--- config.mk ---
export PLATFORM = sky130hd
export DESIGN_NAME = rgb_to_hwb_pixel_convert
export DESIGN_NICKNAME = d
export VERILOG_FILES = /design/src/hdl/rgb2hwb_pkg.sv /design/src/hdl/rgb_to_hwb_pixel_convert.sv
export SDC_FILE = /design/constraint.sdc
export NUM_CORES = 1
export LEC_CHECK = 0
export ABC_AREA = 1
export BUFFER_PORTS_ARGS = -buffer_cell sky130_fd_sc_hd__buf_2
export CORE_ASPECT_RATIO = 2
export CORE_MARGIN = 5
export CORE_UTILIZATION = 55
export CTS_CLUSTER_SIZE = 40
export DETAILED_ROUTE_END_ITERATION = 10
export PLACE_DENSITY = 0.7
export SYNTH_ARGS = -nofsm -noshare
export SYNTH_HDL_FRONTEND = slang
export SYNTH_SLANG_ARGS = --single-unit
--- constraint.sdc ---
create_clock -name clk_i -period 3.7 [get_ports clk_i]
set_input_delay 0.37 -clock clk_i [delete_from_list [all_inputs] [get_ports clk_i]]
set_output_delay 0.37 -clock clk_i [all_outputs]
set_load 0.03 [all_outputs]
--- src/hdl/rgb2hwb_pkg.sv ---
// ----------------------------------------------------------------------------
// rgb2hwb_pkg
// Shared widths, sector codes and beat types for the rgb to hwb converter.
// ----------------------------------------------------------------------------
package rgb2hwb_pkg;

  localparam int unsigned CHANNEL_BITS      = 8;
  localparam int unsigned HUE_FRACTION_BITS = 8;
  localparam int unsigned HUE_BITS          = HUE_FRACTION_BITS + 3;

  // quotient of |diff| * 2^F / span never exceeds 2^F
  localparam int unsigned QUOT_BITS     = HUE_FRACTION_BITS + 1;
  localparam int unsigned REM_BITS      = CHANNEL_BITS + 1;
  localparam int unsigned DIV_STEPS     = 2;
  localparam int unsigned DIV_STAGES    = (QUOT_BITS + DIV_STEPS - 1) / DIV_STEPS;
  // front stage, sector stage, divider stages, output stage
  localparam int unsigned NUM_STAGES    = DIV_STAGES + 3;
  localparam int unsigned SECTOR_BITS   = 3;

  localparam logic [SECTOR_BITS-1:0] SECTOR_RED_MIN   = SECTOR_BITS'(3);
  localparam logic [SECTOR_BITS-1:0] SECTOR_GREEN_MIN = SECTOR_BITS'(5);
  localparam logic [SECTOR_BITS-1:0] SECTOR_BLUE_MIN  = SECTOR_BITS'(1);

  localparam logic [CHANNEL_BITS-1:0] CHAN_MAX = '1;

  typedef struct packed {
    logic [CHANNEL_BITS-1:0] red;
    logic [CHANNEL_BITS-1:0] green;
    logic [CHANNEL_BITS-1:0] blue;
  } pixel_t;

  typedef struct packed {
    logic [HUE_BITS-1:0]     hue;
    logic [CHANNEL_BITS-1:0] whiteness;
    logic [CHANNEL_BITS-1:0] blackness;
    logic                    hue_undefined;
  } hwb_t;

  // min and max found, channels carried along
  typedef struct packed {
    pixel_t                  pix;
    logic [CHANNEL_BITS-1:0] lo;
    logic [CHANNEL_BITS-1:0] hi;
  } front_t;

  // state carried through the divider
  typedef struct packed {
    logic [REM_BITS-1:0]     rem;
    logic [QUOT_BITS-1:0]    quot;
    logic [CHANNEL_BITS-1:0] span;
    logic                    neg;
    logic [SECTOR_BITS-1:0]  base;
    logic [CHANNEL_BITS-1:0] lo;
    logic [CHANNEL_BITS-1:0] hi;
    logic                    undef;
  } div_t;

endpackage

--- src/hdl/rgb_to_hwb_pixel_convert.sv ---
// ----------------------------------------------------------------------------
// rgb_to_hwb_pixel_convert
// Pipelined rgb to hue / whiteness / blackness pixel converter.
// ----------------------------------------------------------------------------
// Usage:
//   input channel  valid_i / ready_o / pixel_i : one rgb pixel per beat
//   output channel valid_o / ready_i / hwb_o   : one hwb result per beat
//   Every input beat yields exactly one output beat, in order.
//   The pipeline is NUM_STAGES stages deep: a min/max stage,
//   a sector stage, DIV_STAGES restoring divider stages that each resolve
//   up to two quotient bits of |diff| * 2^F / span, and an output register.
//   Throughput is one pixel per cycle while ready_i is high; each stage
//   holds a valid bit and takes a new beat whenever it is empty or its
//   successor moves, so bubbles are squeezed out while the receiver stalls
//   and ready_o only drops once every stage is full.
//   Reset clears all valid bits; no beat is in flight afterwards.
//   Grey pixels give hue 0 with hue_undefined set.
// ----------------------------------------------------------------------------
module rgb_to_hwb_pixel_convert
  import rgb2hwb_pkg::*;
(
  input  logic   clk_i,
  input  logic   rst_ni,
  input  logic   valid_i,
  output logic   ready_o,
  input  pixel_t pixel_i,
  output logic   valid_o,
  input  logic   ready_i,
  output hwb_t   hwb_o
);

  localparam int unsigned LAST = NUM_STAGES - 1;

  logic [NUM_STAGES-1:0] valid_q;
  logic [NUM_STAGES-1:0] stage_rdy;

  // a stage may load when it is empty or its content moves on
  always_comb begin
    stage_rdy[LAST] = !valid_q[LAST] || ready_i;
    for (int k = int'(LAST) - 1; k >= 0; k--) begin
      stage_rdy[k] = !valid_q[k] || stage_rdy[k+1];
    end
  end

  always_ff @(posedge clk_i or negedge rst_ni) begin
    if (!rst_ni) begin
      valid_q <= '0;
    end else begin
      if (stage_rdy[0]) begin
        valid_q[0] <= valid_i;
      end
      for (int k = 1; k < int'(NUM_STAGES); k++) begin
        if (stage_rdy[k]) begin
          valid_q[k] <= valid_q[k-1];
        end
      end
    end
  end

  assign ready_o = stage_rdy[0];
  assign valid_o = valid_q[LAST];

  // front stage: min and max
  front_t front_d, front_q;

  always_comb begin
    front_d.pix = pixel_i;
    front_d.lo  = pixel_i.red;
    front_d.hi  = pixel_i.red;
    if (pixel_i.green < front_d.lo) front_d.lo = pixel_i.green;
    if (pixel_i.blue  < front_d.lo) front_d.lo = pixel_i.blue;
    if (pixel_i.green > front_d.hi) front_d.hi = pixel_i.green;
    if (pixel_i.blue  > front_d.hi) front_d.hi = pixel_i.blue;
  end

  always_ff @(posedge clk_i) begin
    if (stage_rdy[0] && valid_i) begin
      front_q <= front_d;
    end
  end

  // sector stage: pick base and signed difference, first minimum wins
  div_t sect_d, sect_q;
  logic [CHANNEL_BITS-1:0] dif_a, dif_b;

  always_comb begin
    priority if (front_q.pix.red == front_q.lo) begin
      dif_a       = front_q.pix.green;
      dif_b       = front_q.pix.blue;
      sect_d.base = SECTOR_RED_MIN;
    end else if (front_q.pix.green == front_q.lo) begin
      dif_a       = front_q.pix.blue;
      dif_b       = front_q.pix.red;
      sect_d.base = SECTOR_GREEN_MIN;
    end else begin
      dif_a       = front_q.pix.red;
      dif_b       = front_q.pix.green;
      sect_d.base = SECTOR_BLUE_MIN;
    end
    sect_d.neg   = dif_a < dif_b;
    sect_d.rem   = sect_d.neg ? REM_BITS'(dif_b - dif_a) : REM_BITS'(dif_a - dif_b);
    sect_d.quot  = '0;
    sect_d.span  = front_q.hi - front_q.lo;
    sect_d.lo    = front_q.lo;
    sect_d.hi    = front_q.hi;
    sect_d.undef = front_q.hi == front_q.lo;
  end

  always_ff @(posedge clk_i) begin
    if (stage_rdy[1] && valid_q[0]) begin
      sect_q <= sect_d;
    end
  end

  // restoring divider, up to DIV_STEPS quotient bits per stage
  div_t div_q [DIV_STAGES];

  for (genvar s = 0; s < DIV_STAGES; s++) begin : g_div
    div_t div_src, div_nxt;

    assign div_src = (s == 0) ? sect_q : div_q[(s == 0) ? 0 : s - 1];

    always_comb begin
      div_nxt = div_src;
      for (int j = 0; j < int'(DIV_STEPS); j++) begin
        if (s * DIV_STEPS + j < QUOT_BITS) begin
          if (div_nxt.rem >= {1'b0, div_nxt.span}) begin
            div_nxt.quot = {div_nxt.quot[QUOT_BITS-2:0], 1'b1};
            div_nxt.rem  = (div_nxt.rem - {1'b0, div_nxt.span}) << 1;
          end else begin
            div_nxt.quot = {div_nxt.quot[QUOT_BITS-2:0], 1'b0};
            div_nxt.rem  = div_nxt.rem << 1;
          end
        end
      end
    end

    always_ff @(posedge clk_i) begin
      if (stage_rdy[s+2] && valid_q[s+1]) begin
        div_q[s] <= div_nxt;
      end
    end
  end

  // output stage: hue = base * 2^F - signed quotient, or 0 when hue is undefined
  div_t div_last;
  logic [HUE_BITS-1:0] base_ext, quot_ext;
  hwb_t hwb_d, hwb_q;

  assign div_last = div_q[DIV_STAGES-1];

  always_comb begin
    base_ext = {div_last.base, {HUE_FRACTION_BITS{1'b0}}};
    quot_ext = HUE_BITS'(div_last.quot);
    if (div_last.undef) begin
      hwb_d.hue = '0;
    end else if (div_last.neg) begin
      hwb_d.hue = base_ext + quot_ext;
    end else begin
      hwb_d.hue = base_ext - quot_ext;
    end
    hwb_d.whiteness     = div_last.lo;
    hwb_d.blackness     = CHAN_MAX - div_last.hi;
    hwb_d.hue_undefined = div_last.undef;
  end

  always_ff @(posedge clk_i) begin
    if (stage_rdy[LAST] && valid_q[LAST-1]) begin
      hwb_q <= hwb_d;
    end
  end

  assign hwb_o = hwb_q;

endmodule
; ---- Word level (Yosys, flattened, before mapping)
; Memories as Yosys holds them, arrays and structs flattened.
; Index checks and enable logic that the tools add are counted.
[word_totals]
regBits = 114
ramBits = 235
inputBits = 28
output_inout_bits = 30
elab_cells = 111
n_memories = 1
[op_classes]
n_addsub = 15
order_cmp = 14
n_eq_ne = 3
muxes = 30
n_reduce_logical = 24
[memory_table]
columns = memory, depth, width, read_ports, rd_clocked_by_memory_dff, write_ports, line
row1 = div_q, 5, 47, 5, 0, 5, rgb_to_hwb_pixel_convert.sv:116  ; div_t div_q [DIV_STAGES];
[op_table]
columns = op, n
row1 = $mux 18, 9
row2 = $ge 9x8->1, 9
row3 = $sub 8x8->8, 10
row4 = $mux 8, 8
row5 = $eq 8x8->1, 3
row6 = $lt 8x8->1, 3
row7 = $sub 8x8->9, 2
row8 = $gt 8x8->1, 2
row9 = $add 11x9->11, 1
row10 = $mux 11, 1
row11 = $sub 11x9->11, 1
row12 = $mux 1, 10
row13 = $mux 9, 1
row14 = $logic_and 1x1->1, 8
row15 = $logic_not 1->1, 8
row16 = $logic_or 1x1->1, 8
row17 = $sub 8x8->8 const A, 1
row18 = $mux 3, 1

; ---- Depth between registers and ports, before layout
[logic_depth]
ltp_word = 10
mapped_depth = 23
depth_no_buf = 22

; ---- Worst setup path after synthesis
; OpenSTA, ideal clock, no wires.
[synth_timing]
kind = register to register
start = register valid_q[7]
end = register front_q[0] in the netlist's numbering, enable pin
setup_ns = 0.438
t_arrival_ns = 2.952
required_ns = 3.262
path_slack_ns = 0.310
path_stages_with_launch = 16
path_buffers = 0
synth_period_minus_slack_ns = 3.390
path_cell_list = dfrtp_1 > inv_1 > nor2_1 > inv_1 > nor2_1 > inv_1 > nor2_1 > inv_1 > nor2_2 > inv_1 > nor2_1 > inv_1 > nor2_2 > nand2_1 > nor2_1 > nor2_1
[synth_between]
elab_chain_len = 10
[synth_rtl]
columns = item, line
row1 = "start, declared", rgb_to_hwb_pixel_convert.sv:34  ; logic [NUM_STAGES-1:0] valid_q;
row2 = "start signal, assigned by index", rgb_to_hwb_pixel_convert.sv:54  ; valid_q[k] <= valid_q[k-1];
row3 = $logic_not 1->1, rgb_to_hwb_pixel_convert.sv:39  ; stage_rdy[LAST] = !valid_q[LAST] || ready_i;
row4 = $logic_or 1x1->1, rgb_to_hwb_pixel_convert.sv:39
row5 = $logic_or 1x1->1 (7 in a row), rgb_to_hwb_pixel_convert.sv:41  ; stage_rdy[k] = !valid_q[k] || stage_rdy[k+1];
row6 = $logic_and 1x1->1, rgb_to_hwb_pixel_convert.sv:77  ; if (stage_rdy[0] && valid_i) begin
row7 = "end signal, assigned", rgb_to_hwb_pixel_convert.sv:78  ; front_q <= front_d;
row8 = "end, declared", rgb_to_hwb_pixel_convert.sv:64  ; front_t front_d, front_q;
; No other way between the ends.
; A chain may end at the register's enable or synchronous reset.

==> impl_results.md <==
- Die Ht: 249 um
- Number of global-route vias before repair: 10989
- CP most frequent cell: nand2_1
- Hold path cells: 1
- Yosys top cell area share: 0.572
- Core area: around 28000 um2
- Reg2reg start: div_q[0][27]
- GR Util All Layers: 0.218
- Hold Path End: front_q[36]
- Die ar.: 32100 um2
- CTS tree: done
- Startpoint types: flop
- Root Driver: clkbuf_16
- Fillers: about 2200
- H-tree depth: 1
- Top delay family on crit path: simple AND/OR/NAND/NOR gates
- DR WL/cell: 17.8 um
- Synth Cell Area: about 16000 um2
- Cells after Synth: approximately 1400
- Synth cell types: 56
- Most frequent cells after synthesis: nand2_1 (304), edfxtp_1 (298), inv_1 (181)
- # diodes: 0
- Ys async rst share: 0.0261
- R2R depth: 18
- Total Wirelength: approximately 35000 um
- Min-Delay Path Class: input port to flop
- DR pass1 iterations: 5
- Fmax: between 200 and 300 MHz
- CP peak stage delay: 0.38 ns
- Met2 GRT Util: 0.445
- Layout cell share with drive strength beyond 1: 0.163
- Adder-cell share of the synthesized area: 0.104
- Max Cap Violations: 0
- Boundary Pins: 58
- Ys Warns: 0
- Yosys top cell by area: edfxtp_1
- Dpl cell area: 16700 um2
- First-pass GRT wire length: between 50000 and 60000 um
- CP Capture Type: flop
- Simple-gate share of the synthesized area: 0.149
- Initial antenna violation count: 0
- Largest family of logic cells by synthesized area: simple AND/OR/NAND/NOR gates
- R2r setup slk: 0.15 ns
- Synth Area in Compound Gates: 0.0725
- Critical path's slowest cell: edfxtp_1
- Synthesized area per cell: 11.0 um2
- Final worst-path cycle share: 0.958
- TritonCTS Sinks: 306
- # rows: 87
- Die Wd: 129 um
- Final ANT Viol Nets: 0
- Required time worst endpoint: about 4 ns
- I/O Buffers: 57
- Register area share after synthesis: 0.585
- Syn nets: about 1600
- CP arrival: 3.85 ns
- Min-delay src: pixel_i[20]
- Starting density of the core: 0.555
- FF-to-FF End: div_q[0][89]
- DP HPWL: 27500 um
- Endpoints failing setup: 0
- Area of the multi-input gates: around 5900 um2
- Iteration-0 DRC Markers: 501
- Via Count: 10620
- Shortest period the worst path allows: approximately 3.5 ns
- Slew Limit Fails: 0
- GRT overflow: 0
- Post-route cell area: about 18000 um2
- Synthesis-to-layout area growth: 14.7%
- FF+latch count, synth: 306
- GPL Wtd Cong: 1.02
- Post-synth EDFFs: slightly below 300
- Area occupied by registers: 9150 um2
- Multiplexer share of the synthesized area: 0.000640
- M1 GR Usage: 0.169
- Nets: 1730
- # DRC: 0
- Slew margin rel.: 0.246
- Dominant synthesized flop cell: edfxtp_1
- Clk slew on worst S/H paths: approximately 0.070 ns
- Worst-Skew Late Latency: 0.55 ns
- Most Crowded Layer GR: met2
- Largest net degree at the start of global routing: 45
- Synth top area cells: edfxtp_1 (57%), ha_1 (9.4%), nand2_1 (7.3%)
- Final hold viol count: 0
- Worst-Margin Slew: around 1.1 ns
- XOR/XNOR Fraction of Synth Area: 0.0386
- Clock Tree Buf Depth: 3
- CP Cell Sequence: inv_1 > ha_1 > a21oi_2 > nor2_1 > nor4_4 > nand2_4 > or2_2 > nand2_1 > inv_1 > ha_1 > nand2_1 > nor2_1 > a41oi_1 > nand2_1 > nor2_4 > nand2_4 > nand2_2 > o21ai_2
- Status: finished, final reports clean
- Met3 Usage GRT: 0.0241
- Bufs and invs on worst path: 2
- Crit Path Max Fanout: 11
- Layout Skew: 0.00979 ns
- Vias per cell: approximately 5.4
- Worst Path Class, Setup: flop to flop
- CTS buffer count: 26
- Most common cell in the netlist: nand2_1
-- final cells by class --
cell class	instances	share of cell area
flip-flops and latches	306	0.510
multi-input cells	920	0.327
well taps	356	0.0248
clock inverters	21	0.0122
repair buffers	134	0.0494
inverters	189	0.0402
clock buffers	27	0.0365
-- cells in the final DEF, fill, tap and decap left out, drive strengths merged --
master and n:
a211oi 2, a21o 6, a21oi 70, a221oi 5
a31oi 3, a41oi 6, and2 1, and2b 2
and3 1, buf 130, bufinv 3, clkbuf 27
clkinv 15, clkinvlp 3, dfrtp 8, dlygate4sd3 4
edfxtp 298, fa 8, ha 117, inv 189
mux2i 1, nand2 315, nand3 82, nand4 19
nor2 77, nor3 14, nor3b 2, nor4 5
o211a 1, o211ai 6, o21a 1, o21ai 91
o221ai 1, o41ai 1, or2 14, xnor2 26
xor2 43
-- timing repair --
action                     in CTS  in global routing
hold buffers                    4                  0
hold endpoints to repair       11                  0
setup endpoints to repair       0                 43
resized for setup               0                 38
setup buffers                   0                 21
-- state kept, by name, indices dropped and copies added, names as in the netlist --
register	cells
div_q	193
front_q	40
g_div.div_nxt	28
hwb_o	28
g_div.div_src	9
valid_q	8
-- layer usage --
metal,part of all wire,up-vias,wire [um]
li1,-,5225,-
met1,0.28,4933,9740
met2,0.59,313,20500
met3,0.032,149,1130
met4,0.099,0,3450
met5,0,-,0
-- stage by stage --
stage	utilization	setup TNS (ns)	hold WS [ns]	setup WS [ns]	instances
2_1_floorplan	-	0	0.0744	0.310	1426
3_3_place_gp	0.594	0	0.216	0.0368	1878
3_5_place_dp	0.594	0	0.232	0.0171	1878
4_1_cts	0.626	0	0.00180	0.0715	1930
5_1_grt	0.637	-0.0944	0.00597	-0.0295	1953
6_report	0.637	0	0.0247	0.155	1953
-- worst register-to-register path, cell delays in order (launching register included) --
cell      delay [ns]
edfxtp_1        0.38
inv_1           0.19
ha_1            0.32
a21oi_2         0.19
nor2_1          0.09
nor4_4          0.29
nand2_4         0.15
or2_2           0.30
nand2_1         0.10
inv_1           0.05
ha_1            0.33
nand2_1         0.09
nor2_1          0.04
a41oi_1         0.19
nand2_1         0.13
nor2_4          0.17
nand2_4         0.14
nand2_2         0.09
o21ai_2         0.05
-- logic make-up (layout without fill, tap and decap cells) --
family                     after synthesis  count (layout)
buffers and inverters                  202             371
muxes                                    1               1
and+or+nand+nor                        530             532
DFF                                    306             306
xor gates and xnor gates                69              69
AOI/OAI and AO/OA                      193             193
adders and majority gates              125             125
-- worst max path at each step --
stage,from,to,depth (start not counted)
2_1_floorplan,valid_q[7],front_q[0],15
3_3_place_gp,pixel_i[23],front_q[7],20
3_5_place_dp,pixel_i[23],front_q[7],20
4_1_cts,g_div[0].div_nxt[27],div_q[0][40],16
5_1_grt,front_q[9],g_div[0].div_src[44],14
6_report,div_q[0][27],div_q[0][89],18
Power is not shown: default switching activity piles up to over one toggle a cycle in this logic, so the estimate is an artifact.
